--- config.mk ---
export PLATFORM = sky130hd
export DESIGN_NAME = searchable_stack_with_remove_at_unit
export DESIGN_NICKNAME = d
export VERILOG_FILES = /design/src/ssr_pkg.sv /design/src/ssr_cell.sv /design/src/searchable_stack_with_remove_at_unit.sv
export SDC_FILE = /design/constraint.sdc
export NUM_CORES = 2
export LEC_CHECK = 0
export BUFFER_PORTS_ARGS = -buffer_cell sky130_fd_sc_hd__buf_4
export CAP_MARGIN = 10
export CORE_UTILIZATION = 50
export CTS_CLUSTER_DIAMETER = 30
export DETAILED_ROUTE_END_ITERATION = 8
export MAX_ROUTING_LAYER = met4
export PLACE_DENSITY = 0.67
export SKIP_LAST_GASP = 1
export SYNTH_ARGS = -nofsm -noshare
export SYNTH_HDL_FRONTEND = slang
export SYNTH_SLANG_ARGS = --single-unit
--- constraint.sdc ---
create_clock -name clk -period 13.2 [get_ports clk]
set_input_delay 1.32 -clock clk [delete_from_list [all_inputs] [get_ports clk]]
set_output_delay 1.32 -clock clk [all_outputs]
set_load 0.05 [all_outputs]
--- src/ssr_pkg.sv ---
package ssr_pkg;

	localparam int DEPTH_DEF = 16;
	localparam int KEY_W     = 64;
	localparam int PAY_W     = 64;
	localparam int POS_W     = 5;
	localparam int ACT_W     = 3;

	typedef enum logic [ACT_W-1:0] {
		ACT_PUSH   = 3'd0,
		ACT_POP    = 3'd1,
		ACT_FIND   = 3'd2,
		ACT_READ   = 3'd3,
		ACT_REMOVE = 3'd4
	} action_t;

	typedef enum logic [1:0] {
		MOVE_HOLD = 2'd0,
		MOVE_PREV = 2'd1,
		MOVE_NEXT = 2'd2
	} cell_move_t;

	typedef struct packed {
		cell_move_t       move;
		logic [KEY_W-1:0] find_key;
	} cell_ctrl_t;

endpackage

--- src/ssr_cell.sv ---
module ssr_cell (
	input  logic                     clk,
	input  ssr_pkg::cell_ctrl_t      ctrl,
	input  logic [ssr_pkg::KEY_W-1:0] prev_key,
	input  logic [ssr_pkg::PAY_W-1:0] prev_payload,
	input  logic [ssr_pkg::KEY_W-1:0] next_key,
	input  logic [ssr_pkg::PAY_W-1:0] next_payload,
	output logic [ssr_pkg::KEY_W-1:0] key,
	output logic [ssr_pkg::PAY_W-1:0] payload,
	output logic                     hit
);
	import ssr_pkg::*;

	logic [KEY_W-1:0] key_q;
	logic [PAY_W-1:0] payload_q;

	always_ff @(posedge clk) begin
		unique case (ctrl.move)
			MOVE_PREV: begin
				key_q     <= prev_key;
				payload_q <= prev_payload;
			end
			MOVE_NEXT: begin
				key_q     <= next_key;
				payload_q <= next_payload;
			end
			default: begin
				key_q     <= key_q;
				payload_q <= payload_q;
			end
		endcase
	end

	assign key     = key_q;
	assign payload = payload_q;
	assign hit     = (key_q == ctrl.find_key);

endmodule

--- src/searchable_stack_with_remove_at_unit.sv ---
// Channel  Handshake            Payload
// req      req_valid/req_stall  action, key_in, payload_in, slot_from_top
// rsp      rsp_valid/rsp_stall  ok, found_slot, key_out, payload_out,
//                               fill_count, is_empty, is_full
//
// One item per cycle is sustained while rsp_stall is low; each result passes through
// stage one, stage two and the result register. The row of cells shifts or holds as the
// item leaves stage one, and the nearest-match search is encoded in the following stage.
// Reset clears the fill count and empties the pipeline; the stored entries are not cleared.
// rsp_stall holds the result register; items are still taken while an earlier stage is free.
module searchable_stack_with_remove_at_unit #(
	parameter int DEPTH = ssr_pkg::DEPTH_DEF
) (
	input  logic                      clk,
	input  logic                      arst_n,
	input  logic                      req_valid,
	output logic                      req_stall,
	input  logic [ssr_pkg::ACT_W-1:0] action,
	input  logic [ssr_pkg::KEY_W-1:0] key_in,
	input  logic [ssr_pkg::PAY_W-1:0] payload_in,
	input  logic [ssr_pkg::POS_W-1:0] slot_from_top,
	output logic                      rsp_valid,
	input  logic                      rsp_stall,
	output logic                      ok,
	output logic [ssr_pkg::POS_W-1:0] found_slot,
	output logic [ssr_pkg::KEY_W-1:0] key_out,
	output logic [ssr_pkg::PAY_W-1:0] payload_out,
	output logic [ssr_pkg::POS_W-1:0] fill_count,
	output logic                      is_empty,
	output logic                      is_full
);
	import ssr_pkg::*;

	localparam int IDX_W = (DEPTH > 1) ? $clog2(DEPTH) : 1;
	localparam int CNT_W = $clog2(DEPTH + 1);
	localparam int CMP_W = (CNT_W > POS_W) ? CNT_W : POS_W;

	// Flow control: each stage loads when it is empty or the one after it moves on.
	logic adv_out, adv_s2, adv_s1, s1_fire;

	logic             valid_s1;
	action_t          action_s1;
	logic [KEY_W-1:0] key_s1;
	logic [PAY_W-1:0] payload_s1;
	logic [POS_W-1:0] pos_s1;

	logic             valid_s2;
	logic             find_s2;
	logic [DEPTH-1:0] hit_s2;
	logic             ok_s2;
	logic [KEY_W-1:0] key_s2;
	logic [PAY_W-1:0] payload_s2;
	logic [CNT_W-1:0] cnt_s2;

	logic             rsp_valid_q;
	logic             ok_q;
	logic [POS_W-1:0] found_q;
	logic [KEY_W-1:0] key_q;
	logic [PAY_W-1:0] payload_q;
	logic [POS_W-1:0] fill_q;
	logic             empty_q;
	logic             full_q;

	logic [CNT_W-1:0] cnt_q;
	logic [CNT_W-1:0] cnt_next;

	cell_ctrl_t       ctrl   [DEPTH];
	logic [KEY_W-1:0] cell_key [DEPTH];
	logic [PAY_W-1:0] cell_pay [DEPTH];
	logic [DEPTH-1:0] cell_hit;

	logic [CMP_W-1:0] pos_ext;
	logic [CMP_W-1:0] cnt_ext;
	logic [IDX_W-1:0] rd_idx;
	logic             stack_full, stack_empty, pos_ok;
	logic             push_go, pop_go, rem_go, read_go;
	logic             ok_s1;
	logic [KEY_W-1:0] rd_key;
	logic [PAY_W-1:0] rd_pay;
	logic [DEPTH-1:0] hit_s1;

	logic             any_hit;
	logic [CMP_W-1:0] found_full;
	logic             ok_fin;
	logic [POS_W-1:0] found_fin;
	logic [CMP_W-1:0] cnt_s2_ext;

	assign adv_out   = !rsp_valid_q || !rsp_stall;
	assign adv_s2    = !valid_s2 || adv_out;
	assign adv_s1    = !valid_s1 || adv_s2;
	assign s1_fire   = valid_s1 && adv_s2;
	assign req_stall = !adv_s1;

	always_ff @(posedge clk or negedge arst_n) begin
		if (!arst_n) begin
			valid_s1 <= 1'b0;
		end else if (adv_s1) begin
			valid_s1 <= req_valid;
		end
	end

	always_ff @(posedge clk) begin
		if (adv_s1 && req_valid) begin
			action_s1  <= action_t'(action);
			key_s1     <= key_in;
			payload_s1 <= payload_in;
			pos_s1     <= slot_from_top;
		end
	end

	// Stage one: decide the operation against the current fill count.
	assign pos_ext     = CMP_W'(pos_s1);
	assign cnt_ext     = CMP_W'(cnt_q);
	assign stack_full  = (cnt_q == CNT_W'(DEPTH));
	assign stack_empty = (cnt_q == '0);
	assign pos_ok      = (pos_s1 != '0) && (pos_ext <= cnt_ext);
	assign push_go     = (action_s1 == ACT_PUSH) && !stack_full;
	assign pop_go      = (action_s1 == ACT_POP) && !stack_empty;
	assign rem_go      = (action_s1 == ACT_REMOVE) && pos_ok;
	assign read_go     = (action_s1 == ACT_READ) && pos_ok;
	assign rd_idx      = IDX_W'(pos_ext - CMP_W'(1));

	always_comb begin
		ok_s1 = push_go || pop_go || rem_go || read_go;
		if (push_go) begin
			cnt_next = cnt_q + CNT_W'(1);
		end else if (pop_go || rem_go) begin
			cnt_next = cnt_q - CNT_W'(1);
		end else begin
			cnt_next = cnt_q;
		end
		rd_key = read_go ? cell_key[rd_idx] : '0;
		rd_pay = read_go ? cell_pay[rd_idx] : '0;
	end

	// Cell i holds the entry at position i + 1; cells at or below a removed position
	// take from their lower neighbour, which closes the gap.
	always_comb begin
		for (int i = 0; i < DEPTH; i++) begin
			ctrl[i].find_key = key_s1;
			ctrl[i].move     = MOVE_HOLD;
			if (s1_fire) begin
				if (push_go) begin
					ctrl[i].move = MOVE_PREV;
				end else if (pop_go) begin
					ctrl[i].move = MOVE_NEXT;
				end else if (rem_go && (CMP_W'(i + 1) >= pos_ext)) begin
					ctrl[i].move = MOVE_NEXT;
				end
			end
			hit_s1[i] = cell_hit[i] && (CMP_W'(i) < cnt_ext) && (action_s1 == ACT_FIND);
		end
	end

	for (genvar gi = 0; gi < DEPTH; gi++) begin : g_cell
		logic [KEY_W-1:0] p_key, n_key;
		logic [PAY_W-1:0] p_pay, n_pay;
		if (gi == 0) begin : g_top
			assign p_key = key_s1;
			assign p_pay = payload_s1;
		end else begin : g_mid
			assign p_key = cell_key[gi-1];
			assign p_pay = cell_pay[gi-1];
		end
		if (gi == DEPTH - 1) begin : g_bot
			assign n_key = cell_key[gi];
			assign n_pay = cell_pay[gi];
		end else begin : g_inner
			assign n_key = cell_key[gi+1];
			assign n_pay = cell_pay[gi+1];
		end
		ssr_cell u_cell (
			.clk          (clk),
			.ctrl         (ctrl[gi]),
			.prev_key     (p_key),
			.prev_payload (p_pay),
			.next_key     (n_key),
			.next_payload (n_pay),
			.key          (cell_key[gi]),
			.payload      (cell_pay[gi]),
			.hit          (cell_hit[gi])
		);
	end

	always_ff @(posedge clk or negedge arst_n) begin
		if (!arst_n) begin
			cnt_q    <= '0;
			valid_s2 <= 1'b0;
		end else begin
			if (s1_fire) begin
				cnt_q <= cnt_next;
			end
			if (adv_s2) begin
				valid_s2 <= valid_s1;
			end
		end
	end

	always_ff @(posedge clk) begin
		if (s1_fire) begin
			find_s2    <= (action_s1 == ACT_FIND);
			hit_s2     <= hit_s1;
			ok_s2      <= ok_s1;
			key_s2     <= rd_key;
			payload_s2 <= rd_pay;
			cnt_s2     <= cnt_next;
		end
	end

	// Stage two: the hit cell with the lowest index is the nearest match to the top.
	always_comb begin
		any_hit    = 1'b0;
		found_full = '0;
		for (int i = DEPTH - 1; i >= 0; i--) begin
			if (hit_s2[i]) begin
				any_hit    = 1'b1;
				found_full = CMP_W'(i + 1);
			end
		end
		ok_fin     = find_s2 ? any_hit : ok_s2;
		found_fin  = (find_s2 && any_hit) ? found_full[POS_W-1:0] : '0;
		cnt_s2_ext = CMP_W'(cnt_s2);
	end

	always_ff @(posedge clk or negedge arst_n) begin
		if (!arst_n) begin
			rsp_valid_q <= 1'b0;
		end else if (adv_out) begin
			rsp_valid_q <= valid_s2;
		end
	end

	always_ff @(posedge clk) begin
		if (adv_out && valid_s2) begin
			ok_q      <= ok_fin;
			found_q   <= found_fin;
			key_q     <= key_s2;
			payload_q <= payload_s2;
			fill_q    <= cnt_s2_ext[POS_W-1:0];
			empty_q   <= (cnt_s2 == '0);
			full_q    <= (cnt_s2 == CNT_W'(DEPTH));
		end
	end

	assign rsp_valid   = rsp_valid_q;
	assign ok          = ok_q;
	assign found_slot  = found_q;
	assign key_out     = key_q;
	assign payload_out = payload_q;
	assign fill_count  = fill_q;
	assign is_empty    = empty_q;
	assign is_full     = full_q;

	a_count_bound: assert property (@(posedge clk) disable iff (!arst_n)
		cnt_q <= CNT_W'(DEPTH))
		else $error("fill count above depth");

	a_count_moves_on_fire: assert property (@(posedge clk) disable iff (!arst_n)
		!$stable(cnt_q) |-> $past(s1_fire))
		else $error("fill count changed without an item leaving stage one");

	a_fail_zero_data: assert property (@(posedge clk) disable iff (!arst_n)
		rsp_valid && !ok |-> (key_out == '0) && (payload_out == '0))
		else $error("failed item carries entry data");

	a_found_implies_ok: assert property (@(posedge clk) disable iff (!arst_n)
		rsp_valid && (found_slot != '0) |-> ok)
		else $error("match position given without ok");

	a_flags_exclusive: assert property (@(posedge clk) disable iff (!arst_n)
		rsp_valid |-> !(is_empty && is_full))
		else $error("empty and full both set");

endmodule
==> reports/results.ini <==
[critical_path]
endpoint_kind = flop
critPathBufInv = 3
crit_path_cell_trace = inv_1, ha_1, and4_1, a221o_1, a21oi_2, o21ai_2, a21oi_1, ha_4, buf_4, buf_4, mux2_2
cp.arrival_ns = 6.86
max_stage_delay_ns = 0.70
criticalPathCategory = reg -> reg
start_kind = flop
crit_family = compound AO/OA/AOI/OAI gates
slowest_stage = ha_4
path_max_fanout = 36
cp_common_cell = buf_4
worstPathRequired_ns = 13.93

[clocking]
cts_resized = 0
cts-root-buf = clkbuf_16
clkTransAtPathRegs_ns = 0.06
clockBufferDepth = 4
clk_latency_ns = 1.03
postCtsHoldBufs = 0
cts_buffers = 565
clock_sinks = 2484
cts_tree = yes
h-tree-depth = 6
post_cts_buffers = 0

[cells_and_area]
final_common_cell = edfxtp_1
final_cell_mix = 2476 x edfxtp_1, 1874 x mux2_2, 576 x clkbuf_16
fill_cells = 18553
area_delta_synth_final_pct = 19.9
multi_input_area_um2 = 50000
drive_gt1_share_pct = 44.1
fin_nets = 8442
fin_cells = 12135
fin_util_pct = 60.5
seq_area_um2 = 74600

[placement]
dpl.hpwl_um = 393000
io_buffers = 282
placedCellCount = 11057
pre_cts_ws_ns = 7.24
gp_congestion = 1.10

[logic_synthesis]
syn-num-nets = 7886
ys_seq_elements = 2484
netlist_area_um2 = 127000
synth_ff_type = edfxtp_1
async_flop_share_pct = 0.322
synthCells = 7720
synth_edf_count = 2476
yosysSeqAreaShare_pct = 58.7
synth_cell_type_count = 71
ys.warnings.count = 0
avgSynthCellArea_um2 = 16.5

[outcome]
violations = max-capacitance violations, max-slew violations
outcome = complete, but fails checks

[global_route]
grt_max_degree = 131
grt-ovfl-total = 0
grt_usage_pct = 45.3
antenna_found_initial = 58
grt_pass1_vias = 81589
grt_pass1_wl_um = 752000

[detailed_routing]
wire_per_inst_um = 46.8
antenna_left = 0
drc = 0
drt-initial-drc-count = 12688
routed_wl_um = 567000
first_pass_iters = 8
vias = 83644
viasPerCell = 6.89

[timing]
rsz0062_at_grt = no
hold_viol = 0
fin_setup_tns_ns = 0
fmax_ghz = 0.163
slew_headroom_pct = -4.09
setup_viol = 0
fin_skew_ns = 0.0533
finalMaxSlewViolations = 2
layout_min_cycle_time_ns = 6.12
min_period_over_period_pct = 46.4
whs_ns = 0.126
worst_slack_ns = 7.08
tightest_slew_ns = 1.55

[floorplan]
die_height_um = 506
fp-row-count = 184
die-area_um2 = 256000
dieWidth_um = 506
io_pins = 283
core_area_um2 = 252000
initial_core_util_pct = 50.4

[pwr]
power_density_nw_per_um2 = 175
p_leak_nw = 50.5
irDropWorstVdd_mv = 0.169

[worst_hold_path]
hold_class = in -> async

[job]
cap_violations = 1

-- cells by family (layout without fill, tap and decap cells) --
family	count (synthesis)	in the layout	share of synthesized area, %
mux	2514	2514	26.7
fa+ha+maj	26	26	0.256
compound gates	449	449	2.51
other cells	0	47	0
flops	2484	2484	58.7
buf+inv	645	1665	2.30
xor+xnor	958	958	6.61
simple gates	644	644	2.94
-- report_power, final --
part	switching, mW	total (mW)	leakage, nW	internal (mW)
sequential	0.365	9.59	23.0	9.22
combinational	2.14	3.17	18.5	1.03
clock	4.69	13.9	9.08	9.21
-- per-layer routing --
metal	track usage [%]	share of wire [%]	vias to the layer above	wire, um
met5	-	0	-	0
li1	-	-	32097	-
met2	65.9	45	6087	253000
met4	32.9	8.9	0	50300
met1	56.6	37	44232	208000
met3	9.04	9.8	1228	55800
-- cell type report --
| type | count | area share, % |
|---|---|---|
| multi-input cells | 4591 | 32.8 |
| flip-flops and latches | 2484 | 48.9 |
| clock buffers | 660 | 9.67 |
| repair buffers | 544 | 2.78 |
| diodes | 47 | 0.0772 |
| inverters | 90 | 0.301 |
| well taps | 3348 | 2.75 |
| clock inverters | 371 | 2.65 |
-- synth_stat cells (4+ instances only) --
master,number,area (um2)
edfxtp_1,2476,74400
mux2_2,1874,21100
xnor2_1,540,4730
mux4_2,512,11500
xor2_1,417,3650
clkbuf_1,335,1260
a211oi_1,259,1940
nand4_1,158,988
nor4_1,144,901
nor2b_1,133,832
mux2i_1,128,1280
buf_2,119,596
inv_1,87,327
nand2_1,69,259
o21ai_0,62,310
buf_4,43,323
buf_1,39,146
nor2_1,39,146
nand3_1,37,185
o22ai_1,28,175
ha_1,26,325
a21oi_1,23,115
nor3_1,23,115
a22oi_1,18,135
nand2b_1,12,75.1
buf_8,11,165
buf_6,8,90.1
dfrtp_1,8,200
a221oi_1,7,61.3
o2bb2ai_1,7,61.3
a2111oi_0,6,52.6
o31ai_1,6,45.0
or3_1,5,31.3
a22o_1,4,35.0
-- final timing paths --
kind	from	endpoint	slack [ns]	cells after the start
min	arst_n	rsp_valid	0.13	1
min in group clk	key_s2[8]	key_out[8]	0.41	0
min reg2reg	key_s2[8]	key_out[8]	0.41	0
max reg2reg	cnt_ext[4]	g_cell[4].u_cell.key[27]	7.08	11
max in group asynchronous	arst_n	cnt_ext[2]	12.86	1
max	cnt_ext[4]	g_cell[4].u_cell.key[27]	7.08	11
-- worst reg2reg max path: cells and delay by family (launching register included) --
family	cells	cell delay [ns]
compound gates	4	1.68
fa+ha+maj	2	1.05
buf+inv	3	1.73
flops	1	0.65
mux	1	0.54
simple gates	1	0.22
-- metrics by stage --
step	total power [mW]	cell area (um2)
6_report	26.7	152000
5_1_grt	27.1	152000
4_1_cts	26.6	152000
3_5_place_dp	12.8	133000
3_3_place_gp	12.7	133000
2_1_floorplan	11.3	127000
-- flip-flops by register name, indices dropped and copies added (netlist names), 3 cells and up --
| name | cells |
|---|---|
| key_out | 64 |
| g_cell.p_pay | 64 |
| cnt_ext | 5 |
| key_s2 | 64 |
| g_cell.u_cell.payload | 1024 |
| g_cell.p_key | 64 |
| cnt_s2 | 5 |
| payload_out | 64 |
| g_cell.u_cell.key | 1024 |
| fill_count | 5 |
| pos_ext | 5 |
| payload_s2 | 64 |
| found_slot | 5 |
| hit_s2 | 16 |
| action_s1 | 3 |
Power figures use the tool's default switching activity.
